[config.mk]
export PLATFORM = sky130hd
export DESIGN_NAME = float_power_by_squaring_unit_flat
export DESIGN_NICKNAME = d
export VERILOG_FILES = /design/src/rtl/fpsq_pkg.sv /design/src/rtl/fpsq_in_if.sv /design/src/rtl/fpsq_out_if.sv /design/src/rtl/fpsq_fmul.sv /design/src/rtl/fpsq_dp.sv /design/src/rtl/fpsq_ctrl.sv /design/src/rtl/float_power_by_squaring_unit.sv /design/src/flat_wrapper.sv
export SDC_FILE = /design/constraint.sdc
export NUM_CORES = 2
export LEC_CHECK = 0
export BUFFER_PORTS_ARGS = -buffer_cell sky130_fd_sc_hd__buf_4
export CORE_MARGIN = 2
export CORE_UTILIZATION = 50
export DETAILED_ROUTE_END_ITERATION = 8
export PLACE_DENSITY_LB_ADDON = 0.08
export RECOVER_POWER = 50
export SLEW_MARGIN = 25
export SYNTH_ARGS = -nofsm -noshare
export SYNTH_HDL_FRONTEND = slang
export SYNTH_HIERARCHICAL = 1
export SYNTH_SLANG_ARGS = --single-unit
[constraint.sdc]
create_clock -name clk -period 37.1 [get_ports clk]
set_input_delay 1.855 -clock clk [delete_from_list [all_inputs] [get_ports clk]]
set_output_delay 1.855 -clock clk [all_outputs]
set_load 0.005 [all_outputs]
[src/rtl/fpsq_pkg.sv]
// ----------------------------------------------------------------------------
// fpsq_pkg
// Shared constants and types of the binary64 power-by-squaring unit.
// ----------------------------------------------------------------------------
package fpsq_pkg;

	localparam int FPSQ_EXP_BITS = 31;
	localparam int F64_W         = 64;
	localparam int EXPN_W        = 31;

	localparam logic [F64_W-1:0] F64_ONE  = 64'h3FF0_0000_0000_0000;
	localparam logic [F64_W-1:0] F64_QNAN = 64'h7FF8_0000_0000_0000;

	typedef enum logic [1:0] {
		OPA_BASE = 2'd0,
		OPA_R    = 2'd1,
		OPA_T    = 2'd2
	} opa_sel_t;

	typedef struct packed {
		logic     load;
		logic     start;
		opa_sel_t a_sel;
		logic     dst_t;
		logic     out_load;
	} dp_cmd_t;

	typedef struct packed {
		logic mul_done;
	} dp_sts_t;

endpackage

[src/rtl/fpsq_in_if.sv]
// ----------------------------------------------------------------------------
// fpsq_in_if
// Operand channel: base bit pattern and exponent.
// ----------------------------------------------------------------------------
interface fpsq_in_if import fpsq_pkg::*; ();
	logic              valid;
	logic              ready;
	logic [F64_W-1:0]  base_bits;
	logic [EXPN_W-1:0] exponent;

	modport source (output valid, output base_bits, output exponent, input ready);
	modport sink   (input valid, input base_bits, input exponent, output ready);
endinterface

[src/rtl/fpsq_out_if.sv]
// ----------------------------------------------------------------------------
// fpsq_out_if
// Result channel: binary64 bit pattern.
// ----------------------------------------------------------------------------
interface fpsq_out_if import fpsq_pkg::*; ();
	logic             valid;
	logic             ready;
	logic [F64_W-1:0] result_bits;

	modport source (output valid, output result_bits, input ready);
	modport sink   (input valid, input result_bits, output ready);
endinterface

[src/rtl/fpsq_fmul.sv]
// ----------------------------------------------------------------------------
// fpsq_fmul
// Multi-cycle binary64 multiplier, round to nearest even, IEEE specials.
// ----------------------------------------------------------------------------
module fpsq_fmul import fpsq_pkg::*; (
	input  logic             clk,
	input  logic             arst_n,
	input  logic             start,
	input  logic [F64_W-1:0] a,
	input  logic [F64_W-1:0] b,
	output logic             done,
	output logic [F64_W-1:0] y
);

	typedef enum logic [3:0] {
		M_IDLE = 4'b0001,
		M_MUL  = 4'b0010,
		M_NORM = 4'b0100,
		M_RND  = 4'b1000
	} mstate_t;

	mstate_t            state_q;
	logic               done_q;
	logic [F64_W-1:0]   y_q;
	logic [52:0]        ma_q, mb_q;
	logic               s_q;
	logic signed [12:0] x_q;
	logic [105:0]       acc_q;
	logic [2:0]         k_q;
	logic [53:0]        pp_q;
	logic [1:0]         pk_q;
	logic               ppv_q;

	logic        a_nan, b_nan, a_inf, b_inf, a_zero, b_zero, sgn;
	logic [26:0] opa, opb;
	logic [105:0] pp_sh;
	logic [52:0] mant;
	logic        up;
	logic [53:0] m54;
	logic signed [12:0] xf;
	logic [10:0] efield;

	always_comb begin
		a_nan  = (a[62:52] == 11'h7FF) && (a[51:0] != '0);
		b_nan  = (b[62:52] == 11'h7FF) && (b[51:0] != '0);
		a_inf  = (a[62:52] == 11'h7FF) && (a[51:0] == '0);
		b_inf  = (b[62:52] == 11'h7FF) && (b[51:0] == '0);
		a_zero = (a[62:0] == '0);
		b_zero = (b[62:0] == '0);
		sgn    = a[63] ^ b[63];

		opa = k_q[1] ? {1'b0, ma_q[52:27]} : ma_q[26:0];
		opb = k_q[0] ? {1'b0, mb_q[52:27]} : mb_q[26:0];

		unique case (pk_q)
			2'd0:    pp_sh = 106'(pp_q);
			2'd3:    pp_sh = 106'(pp_q) << 54;
			default: pp_sh = 106'(pp_q) << 27;
		endcase

		mant = acc_q[105:53];
		up   = acc_q[52] & ((|acc_q[51:0]) | mant[0]);
		m54  = {1'b0, mant} + 54'(up);
		if (m54[53]) begin
			xf     = x_q + 13'sd1;
			efield = xf[10:0];
		end else begin
			xf     = x_q;
			efield = m54[52] ? x_q[10:0] : 11'd0;
		end
	end

	always_ff @(posedge clk or negedge arst_n) begin
		if (!arst_n) begin
			state_q <= M_IDLE;
			done_q  <= 1'b0;
			ppv_q   <= 1'b0;
		end else begin
			done_q <= 1'b0;
			unique case (state_q)
				M_IDLE: begin
					if (start) begin
						if (a_nan || b_nan || (a_inf && b_zero) || (b_inf && a_zero)) begin
							y_q    <= F64_QNAN;
							done_q <= 1'b1;
						end else if (a_inf || b_inf) begin
							y_q    <= {sgn, 11'h7FF, 52'd0};
							done_q <= 1'b1;
						end else if (a_zero || b_zero) begin
							y_q    <= {sgn, 63'd0};
							done_q <= 1'b1;
						end else begin
							ma_q    <= {a[62:52] != '0, a[51:0]};
							mb_q    <= {b[62:52] != '0, b[51:0]};
							s_q     <= sgn;
							x_q     <= $signed({2'b0, (a[62:52] == '0) ? 11'd1 : a[62:52]})
							         + $signed({2'b0, (b[62:52] == '0) ? 11'd1 : b[62:52]})
							         - 13'sd1022;
							acc_q   <= '0;
							k_q     <= '0;
							ppv_q   <= 1'b0;
							state_q <= M_MUL;
						end
					end
				end
				M_MUL: begin
					if (k_q < 3'd4) begin
						pp_q  <= opa * opb;
						pk_q  <= k_q[1:0];
						ppv_q <= 1'b1;
					end else begin
						ppv_q <= 1'b0;
					end
					if (ppv_q) acc_q <= acc_q + pp_sh;
					k_q <= k_q + 3'd1;
					if (k_q == 3'd4) state_q <= M_NORM;
				end
				M_NORM: begin
					if (!acc_q[105] && x_q > 13'sd1) begin
						if (acc_q[105:98] == '0 && x_q > 13'sd8) begin
							acc_q <= acc_q << 8;
							x_q   <= x_q - 13'sd8;
						end else begin
							acc_q <= acc_q << 1;
							x_q   <= x_q - 13'sd1;
						end
					end else if (x_q < 13'sd1) begin
						if (x_q < -13'sd60) begin
							acc_q <= {105'd0, |acc_q};
							x_q   <= 13'sd1;
						end else if (x_q < -13'sd6) begin
							acc_q <= {8'd0, acc_q[105:9], |acc_q[8:0]};
							x_q   <= x_q + 13'sd8;
						end else begin
							acc_q <= {1'b0, acc_q[105:2], |acc_q[1:0]};
							x_q   <= x_q + 13'sd1;
						end
					end else begin
						state_q <= M_RND;
					end
				end
				M_RND: begin
					if (xf >= 13'sd2047) y_q <= {s_q, 11'h7FF, 52'd0};
					else                 y_q <= {s_q, efield, m54[51:0]};
					done_q  <= 1'b1;
					state_q <= M_IDLE;
				end
				default: state_q <= M_IDLE;
			endcase
		end
	end

	assign done = done_q;
	assign y    = y_q;

endmodule

[src/rtl/fpsq_dp.sv]
// ----------------------------------------------------------------------------
// fpsq_dp
// Datapath: base, accumulator and temporary registers around the multiplier.
// ----------------------------------------------------------------------------
module fpsq_dp import fpsq_pkg::*; (
	input  logic             clk,
	input  logic             arst_n,
	input  dp_cmd_t          cmd,
	output dp_sts_t          sts,
	input  logic [F64_W-1:0] base_bits,
	output logic [F64_W-1:0] result_bits
);

	logic [F64_W-1:0] base_q, r_q, t_q, res_q;
	logic [F64_W-1:0] opa, y;
	logic             done;

	always_comb begin
		unique case (cmd.a_sel)
			OPA_BASE: opa = base_q;
			OPA_T:    opa = t_q;
			default:  opa = r_q;
		endcase
	end

	fpsq_fmul u_fmul (
		.clk    (clk),
		.arst_n (arst_n),
		.start  (cmd.start),
		.a      (opa),
		.b      (r_q),
		.done   (done),
		.y      (y)
	);

	always_ff @(posedge clk) begin
		if (cmd.load) begin
			base_q <= base_bits;
			r_q    <= F64_ONE;
		end else if (done) begin
			if (cmd.dst_t) t_q <= y;
			else           r_q <= y;
		end
		if (cmd.out_load) begin
			if (r_q[62:52] == 11'h7FF && r_q[51:0] != '0) res_q <= F64_QNAN;
			else                                          res_q <= r_q;
		end
	end

	assign sts.mul_done = done;
	assign result_bits  = res_q;

endmodule

[src/rtl/fpsq_ctrl.sv]
// ----------------------------------------------------------------------------
// fpsq_ctrl
// Controller: scans exponent bits MSB first and sequences the multiplies.
// ----------------------------------------------------------------------------
module fpsq_ctrl import fpsq_pkg::*; #(
	parameter int EXP_BITS = FPSQ_EXP_BITS
) (
	input  logic              clk,
	input  logic              arst_n,
	input  logic              in_valid,
	output logic              in_ready,
	input  logic [EXPN_W-1:0] exponent,
	output logic              out_valid,
	input  logic              out_ready,
	output dp_cmd_t           cmd,
	input  dp_sts_t           sts
);

	localparam int CW = $clog2(EXP_BITS + 1);

	typedef enum logic [3:0] {
		S_IDLE  = 4'b0001,
		S_ISSUE = 4'b0010,
		S_WAIT  = 4'b0100,
		S_FIN   = 4'b1000
	} state_t;

	state_t              state_q;
	logic [EXP_BITS-1:0] exp_q;
	logic [CW-1:0]       cnt_q;
	logic                ph_q;
	logic                ov_q;
	logic [63:0]         e64;
	logic                bit_now;

	assign e64     = 64'(exponent);
	assign bit_now = exp_q[EXP_BITS-1];

	always_comb begin
		in_ready     = (state_q == S_IDLE);
		cmd.load     = (state_q == S_IDLE) && in_valid;
		cmd.start    = (state_q == S_ISSUE);
		cmd.a_sel    = bit_now ? (ph_q ? OPA_T : OPA_BASE) : OPA_R;
		cmd.dst_t    = bit_now && !ph_q;
		cmd.out_load = (state_q == S_FIN) && (!ov_q || out_ready);
	end

	always_ff @(posedge clk or negedge arst_n) begin
		if (!arst_n) begin
			state_q <= S_IDLE;
			ov_q    <= 1'b0;
			ph_q    <= 1'b0;
		end else begin
			if (cmd.out_load)  ov_q <= 1'b1;
			else if (out_ready) ov_q <= 1'b0;
			unique case (state_q)
				S_IDLE: begin
					if (in_valid) begin
						exp_q   <= e64[EXP_BITS-1:0];
						cnt_q   <= CW'(EXP_BITS - 1);
						ph_q    <= 1'b0;
						state_q <= S_ISSUE;
					end
				end
				S_ISSUE: state_q <= S_WAIT;
				S_WAIT: begin
					if (sts.mul_done) begin
						if (bit_now && !ph_q) begin
							ph_q <= 1'b1;
						end else begin
							ph_q  <= 1'b0;
							exp_q <= exp_q << 1;
							if (cnt_q != '0) cnt_q <= cnt_q - CW'(1);
						end
						if (!(bit_now && !ph_q) && cnt_q == '0) state_q <= S_FIN;
						else                                     state_q <= S_ISSUE;
					end
				end
				S_FIN: begin
					if (!ov_q || out_ready) state_q <= S_IDLE;
				end
				default: state_q <= S_IDLE;
			endcase
		end
	end

	assign out_valid = ov_q;

endmodule

[src/rtl/float_power_by_squaring_unit.sv]
// ----------------------------------------------------------------------------
// float_power_by_squaring_unit
// binary64 base raised to an unsigned integer power by binary exponentiation.
// ----------------------------------------------------------------------------
//  channel   dir  payload                         transaction
//  operand   in   base_bits[63:0], exponent[30:0]  valid & ready
//  result    out  result_bits[63:0]               valid & ready
//
//  One multiply runs issue, 4 partial products on one 27x27 multiplier,
//  normalize, round and done; subnormal operands or results add normalize
//  steps, and a zero, infinite or NaN operand goes straight to done.
//  An item takes EXP_BITS squarings plus one extra multiply per set bit;
//  one item is in work at a time. arst_n clears all control state; the
//  output register holds a result while result.ready is low and a new
//  operand is accepted meanwhile.
// ----------------------------------------------------------------------------
module float_power_by_squaring_unit import fpsq_pkg::*; #(
	parameter int EXP_BITS = FPSQ_EXP_BITS
) (
	input  logic       clk,
	input  logic       arst_n,
	fpsq_in_if.sink    operand,
	fpsq_out_if.source result
);

	dp_cmd_t cmd;
	dp_sts_t sts;

	fpsq_ctrl #(.EXP_BITS(EXP_BITS)) u_ctrl (
		.clk       (clk),
		.arst_n    (arst_n),
		.in_valid  (operand.valid),
		.in_ready  (operand.ready),
		.exponent  (operand.exponent),
		.out_valid (result.valid),
		.out_ready (result.ready),
		.cmd       (cmd),
		.sts       (sts)
	);

	fpsq_dp u_dp (
		.clk         (clk),
		.arst_n      (arst_n),
		.cmd         (cmd),
		.sts         (sts),
		.base_bits   (operand.base_bits),
		.result_bits (result.result_bits)
	);

endmodule

[src/flat_wrapper.sv]
// flat-port wrapper written by rule: the top's interface ports become plain ports
module float_power_by_squaring_unit_flat import fpsq_pkg::*;
#(
	parameter int EXP_BITS = FPSQ_EXP_BITS
)
  (clk, arst_n, operand_valid, operand_base_bits, operand_exponent, operand_ready, result_valid, result_result_bits, result_ready);
  fpsq_in_if operand_i ();
  fpsq_out_if result_i ();
  input  logic clk;
  input  logic arst_n;
  input wire logic [$bits(operand_i.valid)-1:0] operand_valid;
  input wire logic [$bits(operand_i.base_bits)-1:0] operand_base_bits;
  input wire logic [$bits(operand_i.exponent)-1:0] operand_exponent;
  output wire logic [$bits(operand_i.ready)-1:0] operand_ready;
  output wire logic [$bits(result_i.valid)-1:0] result_valid;
  output wire logic [$bits(result_i.result_bits)-1:0] result_result_bits;
  input wire logic [$bits(result_i.ready)-1:0] result_ready;
  assign operand_i.valid = operand_valid;
  assign operand_i.base_bits = operand_base_bits;
  assign operand_i.exponent = operand_exponent;
  assign operand_ready = operand_i.ready;
  assign result_valid = result_i.valid;
  assign result_result_bits = result_i.result_bits;
  assign result_i.ready = result_ready;
  float_power_by_squaring_unit #(.EXP_BITS(EXP_BITS)) u_core (.clk(clk), .arst_n(arst_n), .operand(operand_i), .result(result_i));
endmodule
### Word level (Yosys, flattened, before mapping)

Cells that the tools add are included.

* add/subtract/negate cells: 10
* reduce and logical (&&, ||, !) cells: 61
* muxes and demuxes: 82
* multipliers: 1
* equal/unequal tests: 28
* bitwise logic cells: 8
* order comparisons: 7

Operators with widths (count)
* $mux W106: 9
* $pmux W106 S3: 1
* $mux W64: 4
* $pmux W64 S2: 2
* $pmux W106 S2: 1
* $mux W13: 10
* $logic_not A63 Y1: 2
* $add A106 B106 Y106: 1
* $reduce_or A106 Y1: 1
* $mux W105: 1
* $logic_not A52 Y1: 2
* $reduce_bool A52 Y1: 2
* $mux W31: 3
* $mux W63: 1
* $pmux W31 S2: 1
* $add A53 B1 Y54: 1
* $mul A27 B27 Y54: 1
* $mux W27: 2
* $reduce_or A52 Y1: 1
* $mux W11: 4
* $mux W4: 11
* $pmux W13 S2: 1
* $eq A11 B11 Y1 const B: 2
* $logic_not A11 Y1: 2
* 57 further kinds: 131

* input bits: 99
* output and inout bits: 66
* word-level logic and storage cells: 218
* register bits: 653

### Longest topological paths before layout

* depth in word-level cells: 13
* depth in mapped cells: 30
* gate-level depth less buffers: 27

### By module

Netlist, hierarchy kept.

By module, submodules not included
* fpsq_fmul: area an instance 49949.2 um^2, cells an instance 5686, seq. area each 10631.4 um^2, instances 1
* fpsq_dp: area an instance 9833.2 um^2, cells an instance 778, seq. area each 7046.8 um^2, instances 1
* fpsq_ctrl: area an instance 2008.2 um^2, cells an instance 195, seq. area each 1232.4 um^2, instances 1

### Worst setup path before layout

No wires, ideal clock.

* kind: in2reg
* start point: in arst_n
* end point: reg u_core.u_dp.u_fmul.ma_q[0] (enable)
* slack: 24.069 ns
* required time: 36.264 ns
* path buffers: 0
* library setup time: 0.836 ns
* arrival: 12.195 ns
* stages: 2
* cells stage by stage: inv_1 > nor4_1

* longest elaborated chain between the ends: 1

Ends and longest elaborated chain
* start: declaration: RTL line flat_wrapper.sv:10 `input logic arst_n;`
* $reduce_and A6 Y1 (no source line)
* end signal: assignment: RTL line fpsq_fmul.sv:93 `ma_q <= {a[62:52] != '0, a[51:0]};`
* end: declaration: RTL line fpsq_fmul.sv:25 `logic [52:0] ma_q, mb_q;`

No other way between the ends.
A chain may end at the register's enable or synchronous reset.

### Worst setup path in the final report

* start point: reg u_core.u_dp.u_fmul.k_q[1]
* end point: reg u_core.u_dp.u_fmul.pp_q[53], data pin

* longest elaborated chain between the ends: 2

Ends and longest elaborated chain
* start: declaration: RTL line fpsq_fmul.sv:29 `logic [2:0] k_q;`
* start signal: assignment: RTL line fpsq_fmul.sv:115 `k_q <= k_q + 3'd1;`
* $mux W27: RTL line fpsq_fmul.sv:52 `opa = k_q[1] ? {1'b0, ma_q[52:27]} : ma_q[26:0];`
* $mul A27 B27 Y54: RTL line fpsq_fmul.sv:108 `pp_q <= opa * opb;`
* end signal: assignment: RTL line fpsq_fmul.sv:108
* end: declaration: RTL line fpsq_fmul.sv:30 `logic [53:0] pp_q;`

No other way between the ends.

==> impl_metrics.env <==
export IMPL_status="complete, but fails checks"
export IMPL_violations="max-capacitance violations, max-slew violations"
export IMPL_cts_tree="done"
export IMPL_syn2layout_area_growth_pct=8.383
export IMPL_synthArstFlopShare=0.01838
export IMPL_cts_htree_levels=3
export IMPL_worstPathRequired_ns=37.55
export IMPL_fin_skew_ns=0.06472
export IMPL_clock_root_buffer="clkbuf_16"
export IMPL_finalCriticalPeriod_ns=10.96
export IMPL_grt_overflow_total=0
export IMPL_antenna_found_initial=6
export IMPL_numCtsBuffers=75
export IMPL_portBuffers=164
export IMPL_maxSlewHeadroom=-1.879
export IMPL_synth_cells=6659
export IMPL_rsz0062_at_grt="no"
export IMPL_hold_buffers=0
export IMPL_cap_violations=10
export IMPL_synth_seq_area_share=0.3060
export IMPL_clk_pin_slew_ns=0.06
export IMPL_worstMarginPinSlew_ns=4.318
export IMPL_clock_latency_ns=0.72
export IMPL_coreArea_um2=122200
export IMPL_cts_resized=0
export IMPL_ys_types=87
export IMPL_rrSetupSlack_ns=26.14
export IMPL_crit_type="reg2reg"
export IMPL_critical_path_startpoint="u_core/u_dp/u_fmul/k_q[1]"
export IMPL_cts_setup_buffers=0
export IMPL_cts_sinks=653
export IMPL_gp_congestion=1.011
export IMPL_slew_viol_final=504
export IMPL_setup_viol=0
export IMPL_worst_ep_arrival_time_ns=11.40
export IMPL_clockBufferDepth=3
export IMPL_synth_seq_cells=653
export IMPL_routed_via_density=6.079
export IMPL_synth_edf_count=577
export IMPL_dpl_hpwl_um=170000
export IMPL_wl_um=224000
export IMPL_syn_area_um2=61790
export IMPL_r2r_end="u_core/u_dp/u_fmul/pp_q[53]"
export IMPL_hold_viol=0
export IMPL_yosys_warnings=6
export IMPL_worstSetupStartpointType="flip-flop"
export IMPL_rr_startpoint="u_core/u_dp/u_fmul/k_q[1]"
export IMPL_crit_fanout=56
export IMPL_route_detailed_drc=0
export IMPL_layout_commonest_cell="nand2_1"
export IMPL_final_cell_mix="nand2_1 (1189), inv_1 (787), fa_1 (626), edfxtp_1 (577), nor2_1 (512)"
export IMPL_gr_usage_met2=0.5670
export IMPL_num_vias=50490
export IMPL_dr_pass1_iters=8
export IMPL_fin_tns_setup_ns=0
export IMPL_gr_usage_met3=0.06499
export IMPL_globalRouteTotalUtil=0.3561
export IMPL_dieWidth_um=355.5
export IMPL_fp_dieH_um=355.5
export IMPL_use_met1=0.4681
export IMPL_syn_area_per_cell_um2=9.279
export IMPL_endpoint_kind="flip-flop"
export IMPL_synth_fp_nets=7716
export IMPL_dr_first_iter_drc_count=5590
export IMPL_synth_flop_cell="edfxtp_1"
export IMPL_row_count=128
export IMPL_fin_nets=7677
export IMPL_grt_max_degree=106
export IMPL_initial_core_util=0.5057
export IMPL_die_area_um2=126400
export IMPL_crit_end="u_core/u_dp/u_fmul/pp_q[53]"
export IMPL_fmax_ghz=0.09128
export IMPL_drive_above_1_share=0.07394
export IMPL_wl_per_cell_um=26.97
export IMPL_grt_pass1_wl_um=333500
export IMPL_pin_count=165
export IMPL_r2r_cells=27
export IMPL_fin_crit_sh=0.2953
export IMPL_hold_path_class="reg2reg"
export IMPL_antenna_left=0
export IMPL_gr_max_usage_layer="met2"
export IMPL_diodes=0
export IMPL_grt_pass1_vias=50910
## metrics by stage
stage	util	worst slack [ns]	cells	hold slack, ns	area (um2)
6_report	0.5481	26.14	8306	0.4467	66970
5_1_grt	0.5481	25.78	8306	0.4374	66970
4_1_cts	0.5489	28.22	8306	0.4377	67070
3_5_place_dp	0.5277	28.26	8168	0.4329	64480
3_3_place_gp	0.5275	28.23	8168	0.4312	64460
2_1_floorplan	-	24.07	6659	0.4262	61790
## registers in the layout, summed over array words and instances, names as in the netlist, 31 cells and up
signal	count
u_core/u_ctrl/exp_q	31
u_core/u_dp/base_q	64
u_core/u_dp/r_q	64
u_core/u_dp/result_bits	64
u_core/u_dp/t_q	64
u_core/u_dp/u_fmul/acc_q	106
u_core/u_dp/u_fmul/ma_q	53
u_core/u_dp/u_fmul/mb_q	53
u_core/u_dp/u_fmul/pp_q	54
u_core/u_dp/u_fmul/y	64
## metal layers
layer  vias up  share of wire
met5         -       0.000094
met4         4          0.058
met3       591          0.088
met2      2540           0.46
met1     25130           0.40
li1      22230              -
## cells by family after synthesis
group | after synthesis | share of synthesized area
DFF | 653 | 0.3060
xor gates and xnor gates | 207 | 0.02934
and+or+nand+nor | 2305 | 0.1643
buffers and inverters | 1179 | 0.07350
adders and majority gates | 958 | 0.2700
AOI/OAI and AO/OA | 1068 | 0.1089
muxes | 289 | 0.04787
## worst max-delay path: stages (launching register included)
cell	delay (ns)
edfxtp_1	0.32
clkbuf_1	2.50
mux2_2	1.04
nand2_1	0.17
fa_1	0.57
inv_1	0.05
fa_1	0.47
inv_1	0.05
fa_1	0.44
fa_1	0.55
inv_1	0.06
fa_1	0.50
fa_1	0.49
inv_1	0.09
fa_1	0.55
inv_1	0.06
ha_1	0.33
a21oi_1	0.35
o21ai_0	0.23
a21o_1	0.20
a21oi_1	0.18
o211ai_1	0.11
o21ba_2	0.29
o211ai_1	0.13
a211o_1	0.34
a221o_1	0.33
a21oi_1	0.17
xnor2_1	0.09
## synthesized netlist by cell type (18+ instances only)
cell type	number	area, um2
mux2_2	52	585.6
xor2_1	87	762.0
nor3_1	55	275.3
and2_1	89	556.8
fa_1	626	12530
buf_2	50	250.2
ha_1	332	4154
a31oi_1	26	162.7
nor2b_1	76	475.5
o21ai_0	232	1161
nor4_1	85	531.8
o21a_1	24	180.2
xnor2_1	120	1051
mux2i_1	237	2372
nand4_1	89	556.8
inv_1	788	2958
nor2_1	514	1929
o211ai_1	18	135.1
o221ai_1	72	630.6
clkbuf_1	292	1096
o21bai_1	44	330.3
dfxtp_1	64	1281
a211o_1	21	183.9
a22o_1	28	245.2
a21oi_1	384	1922
a21o_1	86	645.6
buf_1	39	146.4
nand2_1	1191	4471
edfxtp_1	577	17330
and3_1	34	212.7
nand2b_1	20	125.1
nand3_1	69	345.3
## cell type report
class,count,area (um2)
flip-flops and latches,653,18910
clock inverters,40,506.7
fillers,11210,55230
clock buffers,98,2083
multi-input cells,4827,38460
well taps,1625,2033
inverters,788,2959
repair buffers,275,2019
## worst min-delay path by stage
stage                                   startpoint                   to  depth (start not counted)
after floorplan            u_core/u_dp/u_fmul/y[0]   u_core/u_dp/t_q[0]                          0
after global placement    u_core/u_dp/u_fmul/y[59]  u_core/u_dp/t_q[59]                          0
after detailed placement   u_core/u_dp/u_fmul/y[1]   u_core/u_dp/t_q[1]                          0
after CTS                 u_core/u_dp/u_fmul/y[48]  u_core/u_dp/t_q[48]                          0
after global routing      u_core/u_dp/u_fmul/y[48]  u_core/u_dp/t_q[48]                          0
final                     u_core/u_dp/u_fmul/y[48]  u_core/u_dp/t_q[48]                          0
Power is not shown: default switching activity piles up to over one toggle a cycle in this logic, so the estimate is an artifact.
